**config.mk**
```make
export PLATFORM = sky130hd
export DESIGN_NAME = jsr_rsp_fifo
export DESIGN_NICKNAME = d
export VERILOG_FILES = /design/src/rtl/core/jsr_pkg.sv /design/src/rtl/core/jsr_rsp_fifo.sv
export SDC_FILE = /design/constraint.sdc
export NUM_CORES = 1
export LEC_CHECK = 0
export BUFFER_PORTS_ARGS = -buffer_cell sky130_fd_sc_hd__buf_2
export CAP_MARGIN = 20
export CORE_ASPECT_RATIO = 1.2
export CORE_UTILIZATION = 61
export CTS_CLUSTER_SIZE = 10
export DETAILED_ROUTE_END_ITERATION = 7
export PLACE_DENSITY = 0.88
export SLEW_MARGIN = 10
export SYNTH_ARGS = -nofsm -noshare
export SYNTH_HDL_FRONTEND = slang
export SYNTH_SLANG_ARGS = --single-unit
```
**constraint.sdc**
```tcl
create_clock -name clock -period 8.4 [get_ports clock]
set_input_delay 0.42 -clock clock [delete_from_list [all_inputs] [get_ports clock]]
set_output_delay 0.42 -clock clock [all_outputs]
set_load 0.02 [all_outputs]
```
**src/rtl/core/jsr_pkg.sv**
```systemverilog
package jsr_pkg;

   // grid geometry and sample format
   localparam int MAX_WIDTH   = 1024;
   localparam int ADDR_W      = $clog2(MAX_WIDTH);
   localparam int SAMPLE_BITS = 24;
   localparam int SUM_W       = SAMPLE_BITS + 2;
   localparam int DIFF_W      = SAMPLE_BITS + 1;
   localparam int SQ_W        = 2 * SAMPLE_BITS + 1;

   // register and field widths
   localparam int GW_W       = 11;
   localparam int GH_W       = 16;
   localparam int ROW_W      = 16;
   localparam int COL_W      = ADDR_W;
   localparam int RES_W      = 63;
   localparam int CSR_IDX_W  = 2;
   localparam int CSR_DATA_W = 16;

   // register reset values and minimum grid size
   localparam logic [GW_W-1:0] GW_RESET = GW_W'(1024);
   localparam logic [GH_W-1:0] GH_RESET = GH_W'(1024);
   localparam logic [GW_W-1:0] GW_MIN   = GW_W'(3);
   localparam logic [GH_W-1:0] GH_MIN   = GH_W'(3);

   // register indexes
   localparam logic [CSR_IDX_W-1:0] CSR_GRID_WIDTH      = CSR_IDX_W'(0);
   localparam logic [CSR_IDX_W-1:0] CSR_GRID_HEIGHT     = CSR_IDX_W'(1);
   localparam logic [CSR_IDX_W-1:0] CSR_RESIDUAL_ENABLE = CSR_IDX_W'(2);

   // response buffer
   localparam int RSP_DEPTH = 4;
   localparam int RSP_PTR_W = $clog2(RSP_DEPTH);
   localparam int RSP_CNT_W = RSP_PTR_W + 1;

   typedef struct packed {
      logic signed [SAMPLE_BITS-1:0] new_value;
      logic [ROW_W-1:0]              out_row;
      logic [COL_W-1:0]              out_col;
      logic [RES_W-1:0]              residual;
      logic                          grid_last;
   } rsp_word_type;

endpackage

```
**src/rtl/core/jsr_rsp_fifo.sv**
```systemverilog
module jsr_rsp_fifo (
   input  logic                              clock,
   input  logic                              reset,
   input  logic                              push,
   input  jsr_pkg::rsp_word_type             push_word,
   input  logic                              pop,
   output logic                              out_valid,
   output jsr_pkg::rsp_word_type             out_word,
   output logic [jsr_pkg::RSP_CNT_W-1:0]     count
);

   jsr_pkg::rsp_word_type                 slot_ff [jsr_pkg::RSP_DEPTH];
   logic [jsr_pkg::RSP_PTR_W-1:0]         wr_ptr_ff;
   logic [jsr_pkg::RSP_PTR_W-1:0]         rd_ptr_ff;
   logic [jsr_pkg::RSP_CNT_W-1:0]         count_ff;
   logic                                  do_pop;

   assign out_valid = (count_ff != '0);
   assign out_word  = slot_ff[rd_ptr_ff];
   assign count     = count_ff;
   assign do_pop    = pop && out_valid;

   always_ff @(posedge clock) begin
      if (push) begin
         slot_ff[wr_ptr_ff] <= push_word;
      end
   end

   always_ff @(posedge clock) begin
      if (reset) begin
         wr_ptr_ff <= '0;
         rd_ptr_ff <= '0;
         count_ff  <= '0;
      end else begin
         if (push) begin
            wr_ptr_ff <= wr_ptr_ff + 1'b1;
         end
         if (do_pop) begin
            rd_ptr_ff <= rd_ptr_ff + 1'b1;
         end
         if (push && !do_pop) begin
            count_ff <= count_ff + 1'b1;
         end else if (!push && do_pop) begin
            count_ff <= count_ff - 1'b1;
         end
      end
   end

endmodule

```
Word-level counts from Yosys, hierarchy flattened
Memory sizes are Yosys's and may differ from the RTL's. A register that Yosys moved wholly into a read port is not among the register bits.
Index checks and enable logic that the tools add are counted.
{"block": "word_totals", "register_bits": 7, "ramBits": 456, "out_inout_bits": 118, "memories": 1}
{"name": "slot_ff", "depth": 4, "word_bits": 114, "read_ports": 1, "rd_clocked_by_memory_dff": 1, "write_ports": 1, "line": "jsr_rsp_fifo.sv:12", "rtl": "jsr_pkg::rsp_word_type slot_ff [jsr_pkg::RSP_DEPTH];"}
{"block": "op_classes", "add_sub_neg": 4, "muxes": 6, "n_reduce_logical": 7}
{"cell": "3-bit two-way mux", "n": 2}
{"cell": "2-bit by 1-bit adder with 2-bit output, second input constant", "n": 2}
{"cell": "2-bit two-way mux", "n": 2}
{"cell": "3-bit by 1-bit adder with 3-bit output, second input constant", "n": 1}
{"cell": "1-bit logical AND", "n": 3}
{"cell": "3-bit nonzero test", "n": 1}
{"cell": "3-bit by 1-bit subtractor with 3-bit output, second input constant", "n": 1}
{"cell": "1-bit zero test", "n": 2}
{"cell": "1-bit two-way mux", "n": 2}
{"cell": "2-bit nonzero test", "n": 1}

Logic depth before layout (Yosys ltp)
Gate-level depths: netlist of the first run.
{"block": "depth", "depth_word": 5, "ltp_mapped": 7, "mapped_depth_nobuf": 7}

Least setup slack after synthesis of the first run
OpenSTA, ideal clock, no wires.
{"block": "synth_timing", "path_type": "reg2reg", "startpoint": "register wr_ptr_ff[0] (netlist name)", "endpoint": "memory slot_ff[0][0] (netlist name), enable pin", "t_arrival_ns": 3.167, "required_ns": 7.914, "setup_slack_ns": 4.747, "stages_incl_launch_ff": 4, "n_path_buf": 0, "path_cell_list": "dfxtp_1 inv_1 ha_1 and2_1"}
{"item": "start, declared", "line": "jsr_rsp_fifo.sv:13", "rtl": "logic [jsr_pkg::RSP_PTR_W-1:0] wr_ptr_ff;"}
{"item": "start signal, assigned", "line": "jsr_rsp_fifo.sv:36", "rtl": "wr_ptr_ff <= wr_ptr_ff + 1'b1;"}
{"item": "end, declared", "line": "jsr_rsp_fifo.sv:12"}
No word-level cell before the write port.

==> summary.md, run 1 <==
| Metric | Value |
|---|---|
| Primary FF master, synth | edfxtp_1 |
| Synthesized instance count | 639 |
| Largest net degree at the start of global routing | 73 |
| Placed insts | 1194 |
| Cell area power density | 305 nW/um^2 |
| Share of the synthesized area in the top cell type | 81.0% |
| Nets | 1034 |
| H-tree lvl count | 2 |
| Ys async rst share | 0% |
| Cell taking the most area after synthesis | edfxtp_1 |
| Number of setup violations in the final report | 0 |
| Max Clock Skew | ~0.016 ns |
| Total detailed-routing wirelength | 33000 um |
| Result of the run | finished clean |
| Share of the clock period used by the worst path | between 40% and 50% |
| I/O Buffers | 235 |
| Final Hold Viols | 0 |
| Worst slew pin tran | 1.10 ns |
| Overall die height | ~180 um |
| Setup TNS | 0 ns |
| Final critical-path required period | 3.41 ns |
| Ranking of synthesized cells by area | edfxtp_1 81%, mux4_2 15%, dfxtp_1 1.1% |
| Wire length of the first global-routing pass | 48400 um |
| Peak VDD IR | between 200 and 300 uV |
| Static Leak | 6.67 nW |
| Root buffer selected by CTS | clkbuf_16 |
| Total Die Area | 28400 um^2 |
| TritonCTS buffer count | 52 |
| Worst-case headroom to the max-slew limit | 26.4% |
| Global routing met3 resource utilization | 6.09% |
| Path category of the worst min-delay check | in -> reg |
| Post-CTS sizing | 0 |
| Launch instance of the worst min-delay path | push_word[108] |
| Detailed placement HPWL | 18300 um |
| Kind of end point of the critical path | primary output |
| Layer with the highest usage after global routing | met2 |
| Effective utilization at floorplan | 62.2% |
| Unrepaired setup endpoints after global routing | no |
| Congestion Overflow GR | 0 |
| Highest Clock Rate | 294 MHz |
| Sequential share of the synthesized area | 82.1% |
| # hold bufs at CTS | 0 |
| Count of flip-flops with a built-in enable after synthesis | 456 |
| Latest clock arrival within the worst-skew pair | 0.56 ns |
| Non-filler instance count after layout | between 1000 and 1500 |
| Worst Path Max Fanout | 64 |
| Drt first-iter violations | 635 |
| Reg2reg start | wr_ptr_ff[0] |
| Drt drc | 0 |
| CTS clock-pin slew for the worst setup and hold paths | ~0.060 ns |
| Pins Over Slew Limit | 0 |
| Worst flop-to-flop path endpoint | slot_ff[0][51] |
| Global routing usage on met1 | 29.6% |
| MaxCap Viol Count | 0 |
| Average cell area after synthesis | 26.4 um^2 |
| Vias after detailed routing | 7788 |
| R2R cell count | 4 |
| Req. time, crit path | ~8.0 ns |
| Fill cell count | 1459 |
| Aggregate global-route resource usage | a little under a quarter |
| Final weighted congestion of routability-driven global placement | 0.696 |
| Die width | 154 um |
| TritonCTS clock tree | built |
| Antenna violations before repair | 3 |
| Final antenna-violating net count | 0 |
| Flop-to-flop setup slack | 5.84 ns |
| Sink Count | 465 |
| Core Region | 27200 um^2 |
| Via count of the first global-routing pass | 8247 |
| Count of synthesis-stage warnings from yosys | 0 |
| Number of synthesized register bits | 465 |
| Syn nets | between 700 and 800 |
| Classification of the worst setup path | reg -> out |
| Fraction of final layout cells with drive strength greater than 1 | between 40% and 50% |
| Bufs on Longest Clock Path | 3 |
| Total I/O pin count | 236 |
| Worst setup path end | out_word[41] |
| Data arrival time of the critical path | 2.99 ns |
| Average routed wire per standard cell | 25.8 um |
| Yosys cell types | 21 |
| Met2 usage | 40.8% |
| Post-CTS Setup Repair Bufs | 0 |
| Standard-cell rows | 66 |
| Routed vias/inst | around 6.1 |
| First-pass DRT Iterations | 5 |
| Post-synthesis instance area | 16900 um^2 |
| Signed area change from the synthesized netlist to the final layout | 17.6% |
| CP Launch Type | flop |
-- per-layer routing --
layer	up-vias	wire, um
li1	3301	-
met1	4054	12200
met2	356	17300
met3	75	2530
met4	2	970
met5	-	13
-- where the power goes --
part	leakage, nW	switching (W)	internal [W]	total [W]
clock network	0.694	0.000812	0.00115	0.00196
logic	1.72	0.000753	0.000590	0.00134
registers	4.26	0.0000838	0.00268	0.00276
-- worst min path at each step --
stage                     slack [ns]              end  cells past startpoint
after floorplan                 0.48             flop                      2
after global placement          0.50             flop                      2
after detailed placement        0.52     rd_ptr_ff[0]                      2
after CTS                       0.04  slot_ff[2][108]                      1
after global routing            0.05    slot_ff[0][0]                      1
final                           0.08  slot_ff[2][108]                      1
-- layout by cell type (no fill, tap or decap), types with 2 or more instances in the layout --
master	n
and2_4	4
buf_16	2
buf_2	235
buf_4	7
clkbuf_1	24
clkbuf_16	53
dfxtp_1	7
dfxtp_4	2
diode_2	4
edfxtp_1	456
ha_1	5
inv_1	3
inv_6	2
mux2i_1	2
mux4_2	114
nor2_1	7
or3_1	2
xor2_1	4
-- flip-flops by register name, summed over array words and instances (netlist names), named ones only --
| signal | cells |
|---|---|
| count | 3 |
| rd_ptr_ff | 2 |
| slot_ff | 456 |
| wr_ptr_ff | 2 |
-- worst max-delay path, cell delays in order, from the launching register on --
cell and delay, ns:
dfxtp_4 0.94, buf_4 0.74, mux4_2 0.45, buf_2 0.18
-- cells in the mapped netlist (3+ instances only) --
cell      count
xor2_1        4
buf_8         6
inv_1         3
buf_2        13
edfxtp_1    456
nor2_1        7
dfxtp_1       9
mux4_2      114
clkbuf_1      6
ha_1          5
and2_1        4
-- layout make-up --
cell class / instances / area, um^2 / share of cell area [%]
sequential: 465 / 13900 / 69.9
tap: 340 / 425 / 2.14
multi-input combinational: 144 / 2810 / 14.2
clock buffer: 77 / 1420 / 7.13
clock inverter: 3 / 22.5 / 0.113
inverter: 3 / 11.3 / 0.0567
timing repair buffer: 244 / 1280 / 6.46
antenna: 4 / 10.0 / 0.0504
-- stage by stage --
| stage | area [um^2] | utilization (%) | total power (W) | setup WS [ns] | hold slack [ns] |
|---|---|---|---|---|---|
| 6_report | 19900 | 73.1 | 0.00607 | 4.99 | 0.0750 |
| 5_1_grt | 19900 | 73.1 | 0.00627 | 4.93 | 0.0469 |
| 4_1_cts | 19800 | 72.9 | 0.00611 | 4.94 | 0.0431 |
| 3_5_place_dp | 18400 | 67.6 | 0.00415 | 5.56 | 0.520 |
| 3_3_place_gp | 18400 | 67.6 | 0.00412 | 5.56 | 0.502 |
| 2_1_floorplan | 16900 | - | 0.00379 | 4.75 | 0.485 |
-- kinds of logic after synthesis --
logic type                 share of synthesized area (%)
adders and majority gates                          0.489
AOI/OAI and AO/OA                                  0.155
DFF                                                 82.1
and+or+nand+nor                                    0.378
muxes                                               15.3
buffers and inverters                               1.30
xor gates and xnor gates                           0.259
Note: power is estimated with default switching activity, not from simulation.
==> run 2, diff against run 1 <==
Settings changed: CORE_UTILIZATION 61 to 57, PLACE_DENSITY 0.88 to 0.83.
Clock period 8.4 ns to 3.3 ns, I/O delays scaled along.
==> run 2 against run 1 <==
Sequential cell count is the same. Global-route usage fell by 1.2 points. Total power grew to 2.6 times the previous value. Setup slack got worse by 4.1 ns. Sequential share of layout area decreased by 4.1 points. Non-clock buffer count is 120 higher. Combinational power increased to 2.7 times the previous value. Critical endpoint is now out_word[87]. Highest routed layer is now met4.
==> summary.md, run 2 (synthesis results as in run 1) <==
| Metric | Value |
|---|---|
| Result of the run | finished clean |
| Final weighted congestion of routability-driven global placement | 0.690 (-0.78%) |
| Total Die Area | 30300 um^2 (+6.9%) |
| Flip-flop and latch area | 13900 um^2 (unchanged) |
| Classification of the worst setup path | reg -> out |
| Post-CTS Setup Repair Bufs | 0 (unchanged) |
| Worst Path Max Fanout | 68 (+6.3%) |
| Average routed wire per standard cell | 23.4 um (-9.4%) |
| Req. time, crit path | 3.13 ns (-4.85 ns) |
| Drt drc | 0 (unchanged) |
| Flop-to-flop setup slack | 1.01 ns (-4.83 ns) |
| H-tree lvl count | 2 (unchanged) |
| Highest Clock Rate | 422 MHz |
| Total detailed-routing wirelength | 33400 um (+1.2%) |
| Aggregate global-route resource usage | 22.6% (-1.2 points) |
| Most frequent standard cell in the layout excluding fill and tap cells | edfxtp_1 |
| Bufs on Longest Clock Path | 3 (unchanged) |
| Vias after detailed routing | 8091 (+3.9%) |
| Antenna violations before repair | 1 (-2) |
| Final Hold Viols | 0 (unchanged) |
| Detailed placement HPWL | 17500 um (-4.1%) |
| Signed area change from the synthesized netlist to the final layout | 25.0% |
| Combinational Power Share | 23.7% (+1.6 points) |
| Cell area reported after detailed placement | 18600 um^2 (+1.1%) |
| R2R cell count | 7 (+3) |
| Worst-case headroom to the max-slew limit | 48.4% (+22 points) |
| Max Clock Skew | 0.0159 ns (-0.000386 ns) |
| Largest net degree at the start of global routing | 115 (+58%) |
| Data arrival time of the critical path | 2.20 ns (-0.79 ns) |
| Peak VDD IR | 576 uV (+93%) |
| Via count of the first global-routing pass | 8982 (+8.9%) |
| CP Launch Type | flop |
| Worst Setup Slack, final | 0.931 ns (-4.06 ns) |
| Switching share of power | 27.1% (-0.089 points) |
| Wire length of the first global-routing pass | 50600 um (+4.5%) |
| Most used cells in the layout excluding fill and tap cells | 456 x edfxtp_1, 235 x buf_2, 117 x dlygate4sd3_1 |
| Switching power summed over all nets | 0.00419 W (+150%) |
| Number of setup violations in the final report | 0 (unchanged) |
| Reg2reg start | count[0] |
| First-pass DRT Iterations | 5 (unchanged) |
| Worst setup slack after placement | 1.22 ns (-4.34 ns) |
| TritonCTS clock tree | built |
| Die width | 159 um (+3.4%) |
| Share of the clock period used by the worst path | 71.8% |
| Setup TNS | 0 ns (unchanged) |
| Standard-cell rows | 68 (+3.0%) |
| Final antenna-violating net count | 0 (unchanged) |
| Area taken by multi-input logic gates | 2810 um^2 (unchanged) |
| Root buffer selected by CTS | clkbuf_16 |
| Cell area power density | 733 nW/um^2 (+140%) |
| Cell-internal power | 0.0113 W (+160%) |
| I/O Buffers | 235 (unchanged) |
| Worst flop-to-flop path endpoint | count[2] |
| Worst Hold Slack | 0.0962 ns (+0.0212 ns) |
| Pins Over Slew Limit | 0 (unchanged) |
| Sequential share of power | 44.7% (-0.9 points) |
| Final critical-path required period | 2.37 ns |
| MaxCap Viol Count | 0 (unchanged) |
| Overall die height | 191 um (+3.4%) |
| Worst hold stages | 4 (+3) |
| Worst slew pin tran | 0.774 ns (-0.331 ns) |
| Unrepaired setup endpoints after global routing | no |
| Total non-filler cell area in the finished layout | 21100 um^2 (+6.3%) |
| Sink Count | 465 (unchanged) |
| Final core utilization | 73.0% (-0.11 points) |
| Latest clock arrival within the worst-skew pair | 0.54 ns (-0.02 ns) |
| Kind of end point of the critical path | primary output |
| Launch instance of the worst min-delay path | pop |
| Max reg flops | 456 (unchanged) |
| Proportion of power drawn by the clock network | 31.6% (-0.7 points) |
| CTS clock-pin slew for the worst setup and hold paths | 0.06 ns (about the same) |
| Routed vias/inst | 5.66 (-6.9%) |
| Path category of the worst min-delay check | in -> reg |
| Total I/O pin count | 236 (unchanged) |
| TritonCTS buffer count | 52 (unchanged) |
| Congestion Overflow GR | 0 (unchanged) |
| Core Region | 28900 um^2 (+6.5%) |
| Nets | 1154 (+12%) |
| Static Leak | 7.18 nW (+7.6%) |
| Drt first-iter violations | 533 (-16%) |
| Register containing the most flip-flops in the final layout | slot_ff |
| Fraction of final layout cells with drive strength greater than 1 | 40.6% (-4.3 points) |
| Fill cell count | 1629 (+12%) |
| Effective utilization at floorplan | 58.4% (-3.8 points) |
-- run 2: area by class of cell --
type	count	area share, %
Multi-Input combinational cell	144	13.3
Clock buffer	64	6.48
Timing Repair Buffer	364	12.0
Sequential cell	465	65.7
Tap cell	385	2.28
Inverter	3	0.0533
Antenna cell	1	0.0118
Clock inverter	3	0.107
-- run 2: metrics by stage --
stage / total power [W] / cells
floorplan: 0.00963 / 639
global placement: 0.0105 / 1244
detailed placement: 0.0106 / 1244
CTS: 0.0156 / 1428
global route: 0.0160 / 1428
finish: 0.0155 / 1429
-- run 2: what timing repair did --
item | in CTS | in global routing
hold buffers | 117 | 0
gates resized for setup | 0 | 0
endpoints found under the hold margin | 465 | 0
-- run 2: worst max-delay path by stage --
stage / to / slack, ns
floorplan: slot_ff[2][0] / 0.91
global placement: count[2] / 1.27
detailed placement: count[2] / 1.22
CTS: out_word[39] / 0.86
global route: out_word[87] / 0.79
finish: out_word[87] / 0.93
-- run 2: worst max-delay path: stages, from the launching register on --
cell and delay [ns]:
dfxtp_4 0.37, buf_12 0.45, mux4_2 0.62, buf_2 0.18
-- run 2: layer usage --
layer	vias to the layer above	share of wire [%]	routed length (um)	GRT usage, %
met3	55	6.0	2000	4.70
met2	310	53	17700	40.2
met1	4205	39	12900	27.7
met4	0	2.4	809	7.84
met5	-	0	0	0
li1	3521	-	-	-
-- run 2: power groups by stage --
stage	Combinational, W	Sequential (W)	Clock (W)
after floorplan	0.00262	0.00701	0
after global placement	0.00354	0.00700	0
after detailed placement	0.00357	0.00703	0
after CTS	0.00371	0.00692	0.00494
after global routing	0.00390	0.00694	0.00519
final	0.00367	0.00693	0.00488
